===== src/rtl/bkvat_pkg.sv =====
`timescale 1ns / 1ps

package bkvat_pkg;

   // Field widths of one request and one response.
   localparam int ACTION_W = 2;
   localparam int KEY_W    = 16;
   localparam int VALUE_W  = 32;
   localparam int COUNT_W  = 4;

   // Request action codes.
   localparam logic [ACTION_W-1:0] ACT_SET    = 2'd0;
   localparam logic [ACTION_W-1:0] ACT_GET    = 2'd1;
   localparam logic [ACTION_W-1:0] ACT_REMOVE = 2'd2;

   // One table entry as it sits in the memory.
   typedef struct packed {
      logic [KEY_W-1:0]   key;
      logic [VALUE_W-1:0] value;
   } bkvat_entry_type;

   // Commands from the controller to the datapath.
   typedef struct packed {
      logic capture;
      logic scan;
      logic decide;
      logic move;
      logic load_rsp;
   } bkvat_cmd_type;

   // Status from the datapath back to the controller.
   typedef struct packed {
      logic scan_done;
      logic need_move;
      logic rsp_busy;
   } bkvat_status_type;

endpackage


===== src/rtl/bounded_key_value_attribute_table_top.sv =====
`timescale 1ns / 1ps

// Bounded key/value table with up to CAPACITY entries of 16-bit key and
// 32-bit raw value. Requests arrive as beats on the req_ stream: the action
// code travels in req_tuser, key and value in req_tdata. Each request makes
// exactly one response beat on the rsp_ stream with the found flag, the
// value read by a get, the write-accepted flag and the resulting entry count.
// A request runs through a sequential key search, one stored entry per
// cycle through the single read port of the entry memory, then a decide
// step that writes on a set, a move of the last entry on a remove, and the
// load of the output register, which waits while that register still holds
// a beat that is not taken. One request is handled at a time, so a new one
// is not taken before the last is through; req_tready is high between
// requests, from the cycle after the response is loaded.
// The response register holds its beat while rsp_tready is low; a new
// request is still taken, and its response waits until the register frees.
// Synchronous reset empties the table and drops any pending response; the
// entry memory itself is not cleared, since slots beyond the count are
// never read.
module bounded_key_value_attribute_table_top #(
   parameter int CAPACITY = 15
) (
   input  logic        clock,
   input  logic        reset,
   input  logic        req_tvalid,
   output logic        req_tready,
   input  logic [47:0] req_tdata,   // key [15:0], value_bits [47:16]
   input  logic [1:0]  req_tuser,   // action [1:0]
   output logic        rsp_tvalid,
   input  logic        rsp_tready,
   output logic [39:0] rsp_tdata    // found [0], read_bits [32:1],
                                    // write_accepted [33], entry_count [37:34]
);
   import bkvat_pkg::*;

   bkvat_cmd_type    cmd;
   bkvat_status_type status;

   logic               found;
   logic [VALUE_W-1:0] read_bits;
   logic               write_accepted;
   logic [COUNT_W-1:0] entry_count;

   bkvat_ctrl u_ctrl (
      .clock      (clock),
      .reset      (reset),
      .req_tvalid (req_tvalid),
      .req_tready (req_tready),
      .status     (status),
      .cmd        (cmd)
   );

   bkvat_dp #(
      .CAPACITY (CAPACITY)
   ) u_dp (
      .clock              (clock),
      .reset              (reset),
      .req_action         (req_tuser),
      .req_key            (req_tdata[15:0]),
      .req_value_bits     (req_tdata[47:16]),
      .cmd                (cmd),
      .status             (status),
      .rsp_valid          (rsp_tvalid),
      .rsp_ready          (rsp_tready),
      .rsp_found          (found),
      .rsp_read_bits      (read_bits),
      .rsp_write_accepted (write_accepted),
      .rsp_entry_count    (entry_count)
   );

   // Pack the response fields, lowest field first, padded to whole bytes.
   assign rsp_tdata = {2'b00, entry_count, write_accepted, read_bits, found};

endmodule


===== src/rtl/bkvat_ctrl.sv =====
`timescale 1ns / 1ps

module bkvat_ctrl (
   input  logic                        clock,
   input  logic                        reset,
   input  logic                        req_tvalid,
   output logic                        req_tready,
   input  bkvat_pkg::bkvat_status_type status,
   output bkvat_pkg::bkvat_cmd_type    cmd
);
   import bkvat_pkg::*;

   typedef enum logic [2:0] {
      ST_IDLE,
      ST_SCAN,
      ST_DECIDE,
      ST_MOVE,
      ST_RESULT
   } state_type;

   state_type state_ff;
   state_type state_in;

   // A new request is taken only between requests.
   assign req_tready = (state_ff == ST_IDLE);

   // Next state and the command for the current cycle.
   always_comb begin
      state_in = state_ff;
      cmd      = '0;
      case (state_ff)
         ST_IDLE: begin
            if (req_tvalid) begin
               cmd.capture = 1'b1;
               state_in    = ST_SCAN;
            end
         end
         ST_SCAN: begin
            cmd.scan = 1'b1;
            if (status.scan_done) begin
               state_in = ST_DECIDE;
            end
         end
         ST_DECIDE: begin
            cmd.decide = 1'b1;
            state_in   = status.need_move ? ST_MOVE : ST_RESULT;
         end
         ST_MOVE: begin
            cmd.move = 1'b1;
            state_in = ST_RESULT;
         end
         ST_RESULT: begin
            // Wait until the output register is free.
            if (!status.rsp_busy) begin
               cmd.load_rsp = 1'b1;
               state_in     = ST_IDLE;
            end
         end
         default: begin
            state_in = ST_IDLE;
         end
      endcase
   end

   // State register.
   always_ff @(posedge clock) begin
      if (reset) begin
         state_ff <= ST_IDLE;
      end else begin
         state_ff <= state_in;
      end
   end

endmodule


===== src/rtl/bkvat_dp.sv =====
`timescale 1ns / 1ps

module bkvat_dp #(
   parameter int CAPACITY = 15
) (
   input  logic                           clock,
   input  logic                           reset,
   input  logic [bkvat_pkg::ACTION_W-1:0] req_action,
   input  logic [bkvat_pkg::KEY_W-1:0]    req_key,
   input  logic [bkvat_pkg::VALUE_W-1:0]  req_value_bits,
   input  bkvat_pkg::bkvat_cmd_type       cmd,
   output bkvat_pkg::bkvat_status_type    status,
   output logic                           rsp_valid,
   input  logic                           rsp_ready,
   output logic                           rsp_found,
   output logic [bkvat_pkg::VALUE_W-1:0]  rsp_read_bits,
   output logic                           rsp_write_accepted,
   output logic [bkvat_pkg::COUNT_W-1:0]  rsp_entry_count
);
   import bkvat_pkg::*;

   // Count width holds CAPACITY itself; index width addresses the slots.
   localparam int CW = $clog2(CAPACITY + 1);
   localparam int IW = (CAPACITY > 1) ? $clog2(CAPACITY) : 1;
   localparam logic [CW-1:0] CAP_C = CW'(CAPACITY);
   localparam logic [CW-1:0] ONE_C = CW'(1);

   // Entry memory: one write port, one registered read port.
   bkvat_entry_type mem [CAPACITY];
   bkvat_entry_type rd_data_ff;

   // Captured request.
   logic [ACTION_W-1:0] action_ff;
   logic [KEY_W-1:0]    key_ff;
   logic [VALUE_W-1:0]  value_ff;

   // Search and table state.
   logic [CW-1:0] count_ff,    count_in;
   logic [CW-1:0] scan_idx_ff, scan_idx_in;
   logic [IW-1:0] cmp_idx_ff,  cmp_idx_in;
   logic          cmp_valid_ff, cmp_valid_in;
   logic          hit_ff,      hit_in;
   logic [IW-1:0] slot_ff,     slot_in;
   logic          accepted_ff, accepted_in;

   // Output register.
   logic               rsp_valid_ff,    rsp_valid_in;
   logic               rsp_found_ff;
   logic [VALUE_W-1:0] rsp_read_ff;
   logic               rsp_accepted_ff;
   logic [COUNT_W-1:0] rsp_count_ff;

   logic                 issue_valid;
   logic                 match;
   logic                 rd_en;
   logic [CW-1:0]        rd_addr;
   logic [CW-1:0]        last_idx;
   logic                 wr_en;
   logic [IW-1:0]        wr_addr;
   bkvat_entry_type      wr_data;
   logic [CW+COUNT_W-1:0] count_ext;

   // Compare the entry read in the previous cycle; issue the next read.
   assign issue_valid = (scan_idx_ff < count_ff);
   assign match       = cmp_valid_ff && (rd_data_ff.key == key_ff);
   assign last_idx    = count_ff - ONE_C;

   assign status.scan_done = match || (!cmp_valid_ff && !issue_valid);
   assign status.need_move = (action_ff == ACT_REMOVE) && hit_ff;
   assign status.rsp_busy  = rsp_valid_ff && !rsp_ready;

   // Read port control: search reads, or the last entry for a remove.
   always_comb begin
      rd_en   = 1'b0;
      rd_addr = scan_idx_ff;
      if (cmd.scan) begin
         rd_en = issue_valid && !match;
      end else if (cmd.decide) begin
         rd_en   = status.need_move;
         rd_addr = last_idx;
      end
   end

   // Write port control and count update.
   always_comb begin
      wr_en       = 1'b0;
      wr_addr     = slot_ff;
      wr_data     = '{key: key_ff, value: value_ff};
      count_in    = count_ff;
      accepted_in = accepted_ff;
      if (cmd.capture) begin
         accepted_in = 1'b0;
      end
      if (cmd.decide && (action_ff == ACT_SET)) begin
         if (hit_ff) begin
            wr_en       = 1'b1;
            accepted_in = 1'b1;
         end else if (count_ff < CAP_C) begin
            wr_en       = 1'b1;
            wr_addr     = count_ff[IW-1:0];
            count_in    = count_ff + ONE_C;
            accepted_in = 1'b1;
         end
      end
      if (cmd.move) begin
         // Last entry moves into the freed slot; a self copy is harmless.
         wr_en    = 1'b1;
         wr_data  = rd_data_ff;
         count_in = last_idx;
      end
   end

   // Search sequencing.
   always_comb begin
      scan_idx_in  = scan_idx_ff;
      cmp_idx_in   = cmp_idx_ff;
      cmp_valid_in = cmp_valid_ff;
      hit_in       = hit_ff;
      slot_in      = slot_ff;
      if (cmd.capture) begin
         scan_idx_in  = '0;
         cmp_valid_in = 1'b0;
         hit_in       = 1'b0;
      end else if (cmd.scan) begin
         cmp_valid_in = issue_valid && !match;
         cmp_idx_in   = scan_idx_ff[IW-1:0];
         if (issue_valid) begin
            scan_idx_in = scan_idx_ff + ONE_C;
         end
         if (status.scan_done) begin
            hit_in  = match;
            slot_in = cmp_idx_ff;
         end
      end
   end

   // The output register frees itself when the beat is taken.
   always_comb begin
      rsp_valid_in = rsp_valid_ff;
      if (cmd.load_rsp) begin
         rsp_valid_in = 1'b1;
      end else if (rsp_ready) begin
         rsp_valid_in = 1'b0;
      end
   end

   assign count_ext = {{COUNT_W{1'b0}}, count_ff};

   // Memory ports.
   always_ff @(posedge clock) begin
      if (wr_en) begin
         mem[wr_addr] <= wr_data;
      end
      if (rd_en) begin
         rd_data_ff <= mem[rd_addr[IW-1:0]];
      end
   end

   // Payload registers.
   always_ff @(posedge clock) begin
      if (cmd.capture) begin
         action_ff <= req_action;
         key_ff    <= req_key;
         value_ff  <= req_value_bits;
      end
      scan_idx_ff <= scan_idx_in;
      cmp_idx_ff  <= cmp_idx_in;
      hit_ff      <= hit_in;
      slot_ff     <= slot_in;
      accepted_ff <= accepted_in;
      if (cmd.load_rsp) begin
         rsp_found_ff    <= hit_ff;
         rsp_read_ff     <= ((action_ff == ACT_GET) && hit_ff) ? rd_data_ff.value : '0;
         rsp_accepted_ff <= accepted_ff;
         rsp_count_ff    <= count_ext[COUNT_W-1:0];
      end
   end

   // Control registers.
   always_ff @(posedge clock) begin
      if (reset) begin
         count_ff     <= '0;
         cmp_valid_ff <= 1'b0;
         rsp_valid_ff <= 1'b0;
      end else begin
         count_ff     <= count_in;
         cmp_valid_ff <= cmp_valid_in;
         rsp_valid_ff <= rsp_valid_in;
      end
   end

   assign rsp_valid          = rsp_valid_ff;
   assign rsp_found          = rsp_found_ff;
   assign rsp_read_bits      = rsp_read_ff;
   assign rsp_write_accepted = rsp_accepted_ff;
   assign rsp_entry_count    = rsp_count_ff;

endmodule


===== config.mk =====
export PLATFORM = sky130hd
export DESIGN_NAME = bounded_key_value_attribute_table_top
export DESIGN_NICKNAME = d
export VERILOG_FILES = /design/src/rtl/bkvat_pkg.sv /design/src/rtl/bounded_key_value_attribute_table_top.sv /design/src/rtl/bkvat_ctrl.sv /design/src/rtl/bkvat_dp.sv
export SDC_FILE = /design/constraint.sdc
export NUM_CORES = 1
export LEC_CHECK = 0
export BUFFER_PORTS_ARGS = -buffer_cell sky130_fd_sc_hd__buf_2
export CAP_MARGIN = 5
export CORE_MARGIN = 2
export CORE_UTILIZATION = 40
export DETAILED_ROUTE_END_ITERATION = 12
export PLACE_DENSITY = 0.57
export REMOVE_ABC_BUFFERS = 1
export SYNTH_ARGS = -nofsm -noshare
export SYNTH_HDL_FRONTEND = slang
export SYNTH_SLANG_ARGS = --single-unit

===== constraint.sdc =====
create_clock -name clock -period 4.74 [get_ports clock]
set_clock_uncertainty 0.05 [all_clocks]
set_input_delay 0.237 -clock clock [delete_from_list [all_inputs] [get_ports clock]]
set_output_delay 0.237 -clock clock [all_outputs]
set_load 0.02 [all_outputs]

# Word-level counts from Yosys, hierarchy flattened
# Memories as Yosys holds them, arrays and structs flattened. A register that Yosys moved wholly into a read port is not among the register bits.
# Cells that the tools add are included.
# word_totals
elab_cells	94
memories	1
output_inout_bits	42
ramBits	720
regBits	111
# classes
n_reduce_logical	24
eq_ne	11
muxes	36
add_sub_neg	3
magnitude_cmp	2
bitwise	1
# mem_list
name	depth	word_bits	rd	rd_clocked_by_memory_dff	wr	line	text
u_dp.mem	15	48	1	1	1	bkvat_dp.sv:29	bkvat_entry_type mem [CAPACITY];
# op_table
op	n
two-way mux 48 bit	1
two-way mux 4 bit	9
two-way mux 1 bit	21
equality test 16 bit	1
one-hot mux 3 bit (5 select lines)	1
two-way mux 3 bit	4
AND reduction 3 bit	3
adder 4 x 1 -> 4 bit, second input constant	2
!= test 2 bit, second input constant	4
logical AND 1 bit	7
equality test 3 x 2 -> 1 bit, second input constant	2
AND reduction 2 bit	3
nonzero test 2 bit	3
logical NOT 1 bit	4
< comparator 4 bit	1
< comparator 4 bit, second input constant	1
subtractor 4 x 1 -> 4 bit, second input constant	1
equality test 3 x 1 -> 1 bit, second input constant	1
equality test 3 bit, second input constant	1
logical NOT 3 bit	1
equality test 2 x 1 -> 1 bit, second input constant	1
equality test 2 bit, second input constant	1
logical NOT 2 bit	1
OR reduction 2 bit	1
other kinds (2)	2

# Longest topological paths before layout
# logic_depth
ltp_word	7
ltp_mapped	12
mapped_depth_nobuf	8

# Cells and area by module
# From an unflattened synthesis, not the netlist that was laid out.
# unflattened
cells_unflattened	1769
hier_area_um2	34598.2
# by_module_without_submodules
mod	area_each_um2	instances	cells_per_inst	seq_area_each_um2
bkvat_dp	34360.5	1	1740	26185.1
bkvat_ctrl	203.9	1	24	60.1
bounded_key_value_attribute_table_top	33.8	1	5	0.0

# Worst setup path before layout
# Ideal clock, no wire load.
# synth_timing
path_kind	reg2reg
start	register u_ctrl.state_ff[2]
end	memory u_dp.mem[6][0] (netlist name), enable pin
slack_ps	211
setup_ps	454
required_ps	4236
path_buffers	3
arrival_time_ps	4025
path_stages_with_launch	10
synth_period_minus_slack_ps	4529
path_cell_list	dfxtp_1 > buf_6 > or3b_1 > buf_6 > or3_4 > or3_4 > buf_6 > nor3_2 > a31oi_2 > nor2_1
# synth_between
elab_chain_len	7
elab_cells_between_ends	10
# synth_lines
element	line	text
start: declaration	bkvat_ctrl.sv:21	state_type state_ff;
start signal: assignment	bkvat_ctrl.sv:70	state_ff <= state_in;
equality test 3 x 2 -> 1 bit	bkvat_ctrl.sv:31	case (state_ff)
two-way mux 1 bit	bkvat_ctrl.sv:31	
logical AND 1 bit	bkvat_dp.sv:94	if (cmd.decide && (action_ff == ACT_SET)) begin
two-way mux 1 bit	bkvat_dp.sv:94	
two-way mux 1 bit	bkvat_dp.sv:105	if (cmd.move) begin
two-way mux 1 bit	bkvat_dp.sv:151	if (wr_en) begin
two-way mux 1 bit (implied by the code)	bkvat_dp.sv:152	mem[wr_addr] <= wr_data;
end: declaration	bkvat_dp.sv:29	
# Several ways; a longest one is shown, not always the timed one.

# Worst setup path in the final report
# layout_timing
start	register u_ctrl.state_ff[0]
end	memory u_dp.mem[6][35] (netlist name), enable pin
# Same word-level chain as after synthesis.

==> key figures <==
Synth
  • Largest family of logic cells by synthesized area: multiplexers
  • Post-synth EDFFs: 864
  • Syn Inst Count: 2249
  • Main synth FF type: edfxtp_1
  • Ys Warns: 0
  • Synth Area in XOR/XNOR: 0.543%
  • Syn Area/Cell: 16.5 sq um
  • Seq/Total Area, Yosys: 70.8%
  • Adder-cell share of the synthesized area: 0.203%
  • Cell variety after synth: 51
  • Compound-Gate Fraction of Synth Area: 6.11%
  • Fraction of synthesized area in multiplexers: 15.4%
  • FF+latch count, synth: 879
  • Cell Area, Synth: 0.0371 sq mm
  • Post-synth ARST share: 0%
  • Post-Synth Simple-Gate Area: 5.03%

CTS
  • TritonCTS clock tree: yes
  • H-tree levels: 3
  • Clk sinks: 879
  • Worst-case clock buffer depth: 3
  • CTS buffer count: 95
  • Post-CTS Resized: 0
  • Worst-Skew Late Latency: 0.66 ns
  • Clock-pin slew on the worst setup and hold paths: 0.07 ns
  • Root Driver: clkbuf_16

Timing
  • Final Max Tran Viols: 0
  • Final hold vios: 0
  • RSZ-0062 raised after global routing: false
  • Total negative slack: 0 ns
  • Slew at the pin with the worst max-slew slack: 1.17 ns
  • Post-route minimum period: 3.81 ns
  • Tcrit/Tclk final: 80.4%
  • Max Fclk: 0.262 GHz
  • Setup violators final: 0
  • Slew margin rel.: 21.9%

Worst hold path
  • HP Class: input port to register
  • Hold path startpoint: req_tdata[9]
  • Hold path depth: 2
  • Worst Hold End: u_dp.key_ff[9]

Power and ir drop
  • Power Dens Cells: 421 mW/mm^2
  • Leak: 0.0150 uW
  • VDD IR max: 0.000237 V

Status
  • Status: complete, no violations

Critical path
  • Worst-path cell with the longest stage delay: buf_4
  • Critical Path RT: 4.95 ns
  • Critical path, cell by cell: or3b_2, or3_4, nor3_1, a32oi_1, nor2_4, buf_4
  • R2R Path End: u_dp.mem[6][35]
  • R2R Path Start: u_ctrl.state_ff[0]
  • CP max FO: 48
  • CP delay by family, top: simple AND/OR/NAND/NOR gates
  • Depth of the worst register-to-register path: 6
  • CP Data Arrival Time: 4.02 ns
  • Crit Path Class: register to register
  • Slowest stage delay, CP: 0.71 ns
  • Buf/Inv on CP: 1
  • R2r setup slk: 0.93 ns
  • Critical path endpoint category: register
  • Crit path launch type: register

Global route
  • Gr ovfl total: 0
  • Largest net degree at the start of global routing: 127
  • Vias in the first global route: 21230
  • Initial antenna violation count: 4
  • All-layer global routing usage: 19.4%
  • First-pass GRT wire length: 137000 um

Floorplan
  • Starting Density: 40.4%
  • Die width: 308 um
  • Die area: 0.0951 sq mm
  • Core area: 0.0918 sq mm
  • FP Rows: 111
  • I/O pin cnt: 96
  • DIE HEIGHT: 308 um

Cells and area
  • Filler instances: 7789
  • Share of cells above drive strength 1: 20.5%
  • N_diodes: 0
  • Most common cell after layout, fill and taps aside: edfxtp_1
  • Final #Nets: 2456
  • Most frequent cells in the layout: edfxtp_1 (864), mux2i_1 (255), nand2_1 (158), mux4_2 (103), clkbuf_16 (98)
  • Layout Area Growth over Synthesis: 15.7%
  • Design area: 0.0429 sq mm

Place
  • Post-DP HPWL: 50300 um
  • Placed instance area: 0.0393 sq mm
  • GP Congestion: 0.790
  • # port buffers: 93

Detailed routing
  • DR DRC count: 0
  • Routed Antenna Nets: 0
  • DRT Wirelength: 92200 um
  • DR iter-0 viols: 2088
  • Via count: 20900
  • 1st-pass router iterations: 6
  • DR vias/cell: 5.62
  • Wirelength per Cell: 24.8 um

Run
  • Max-cap violation count: 0
==> report_power, final <==
part / switching, uW / leakage [uW] / internal, uW
Combinational: 1130 / 0.00553 / 682
Sequential: 97.5 / 0.00795 / 8840
Clock: 3060 / 0.00149 / 4240
Total: 4280 / 0.0150 / 13800
==> metrics by stage <==
step / std cells / hold slack (ns) / total power, uW / setup slack, ns / utilization [%]
3_5_place_dp: 3489 / 0.355 / 10900 / 0.995 / 42.8
3_3_place_gp: 3489 / 0.358 / 10800 / 1.05 / 42.8
6_report: 3718 / 0.236 / 18000 / 0.929 / 46.7
2_1_floorplan: 2103 / 0.256 / 10600 / -21.17 / -
4_1_cts: 3718 / 0.196 / 18200 / 0.948 / 46.7
5_1_grt: 3718 / 0.227 / 18600 / 0.750 / 46.7
==> timing repair <==
action,in CTS,in global routing
endpoints found under the hold margin,59,0
hold buffers,53,0
setup buffers,0,0
==> state kept, by name, indices dropped and copies added, names as in the netlist, 2 cells and up <==
name,cells
u_ctrl.state_ff,3
u_dp.action_ff,2
u_dp.cmp_idx_ff,4
u_dp.count_ff,4
u_dp.key_ff,16
u_dp.mem,720
u_dp.rd_data_ff,48
u_dp.rsp_entry_count,4
u_dp.rsp_read_bits,32
u_dp.scan_idx_ff,4
u_dp.slot_ff,4
u_dp.value_ff,32
==> synth_stat cells, types with 2 or more instances <==
master | number | share of area (%)
edfxtp_1 | 864 | 70
mux2i_1 | 259 | 7.0
nand2_1 | 161 | 1.6
mux4_2 | 103 | 6.3
a21oi_1 | 92 | 1.2
clkbuf_1 | 84 | 0.85
nor2_1 | 78 | 0.79
o22ai_1 | 75 | 1.3
and2_1 | 70 | 1.2
mux2_2 | 70 | 2.1
a211oi_1 | 60 | 1.2
a31oi_1 | 42 | 0.71
o21ai_0 | 41 | 0.55
o211ai_1 | 38 | 0.77
nand3b_1 | 37 | 0.75
buf_2 | 32 | 0.43
buf_1 | 20 | 0.20
xnor2_1 | 16 | 0.38
dfxtp_1 | 15 | 0.81
inv_1 | 12 | 0.12
buf_4 | 8 | 0.16
nand3_1 | 8 | 0.11
xor2_1 | 7 | 0.17
ha_1 | 6 | 0.20
nor3_1 | 5 | 0.067
nand4_1 | 4 | 0.067
a31oi_2 | 3 | 0.10
a32oi_1 | 3 | 0.071
buf_6 | 3 | 0.091
nand2b_1 | 3 | 0.051
nor2b_1 | 3 | 0.051
nor3_2 | 3 | 0.081
a21o_1 | 2 | 0.040
nor3b_1 | 2 | 0.040
o31ai_1 | 2 | 0.040
or3_4 | 2 | 0.061
or4_1 | 2 | 0.040
==> how the worst max path moves through the flow <==
stage	from	slack (ns)	end	depth (start not counted)
finish	u_ctrl.state_ff[0]	0.93	u_dp.mem[6][35]	6
global route	u_ctrl.state_ff[0]	0.75	u_dp.mem[6][35]	6
CTS	u_ctrl.state_ff[0]	0.95	u_dp.mem[6][35]	6
detailed placement	u_ctrl.state_ff[0]	0.99	u_dp.mem[6][43]	6
global placement	u_ctrl.state_ff[0]	1.05	u_dp.mem[6][33]	6
floorplan	u_dp.count_ff[0]	-21.17	u_dp.rd_data_ff[11]	7
==> worst register-to-register path: stages (launching register included) <==
cell and delay, ns:
dfxtp_1 0.44, or3b_2 0.52, or3_4 0.35, nor3_1 0.62
a32oi_1 0.51, nor2_4 0.19, buf_4 0.71
==> layout make-up <==
class	count	area, sq um	share of cell area [%]
clock inverters	61	542	1.26
repair buffers	196	1600	3.72
flip-flops and latches	879	26300	61.2
well taps	1243	1560	3.63
inverters	14	55.1	0.128
multi-input cells	1210	10400	24.2
clock buffers	115	2530	5.89
==> per-layer routing <==
layer / part of all wire, % / routed length [um] / track usage (%) / vias to the layer above
met1: 44 / 40700 / 27.0 / 10776
met5: 0 / 0 / 0 / -
li1: - / - / - / 9235
met4: 3.0 / 2730 / 6.95 / 0
met2: 47 / 43300 / 31.2 / 717
met3: 6.0 / 5560 / 2.89 / 172
==> logic make-up (layout without fill, tap and decap cells) <==
kind of cell               after synthesis  after routing
AOI/OAI and AO/OA                      362            362
xor gates and xnor gates                23             23
adders and majority gates                6              6
buffers and inverters                  161            386
DFF                                    879            879
muxes                                  433            433
other                                    1              2
and+or+nand+nor                        384            384
(Power assumes the default switching activity.)
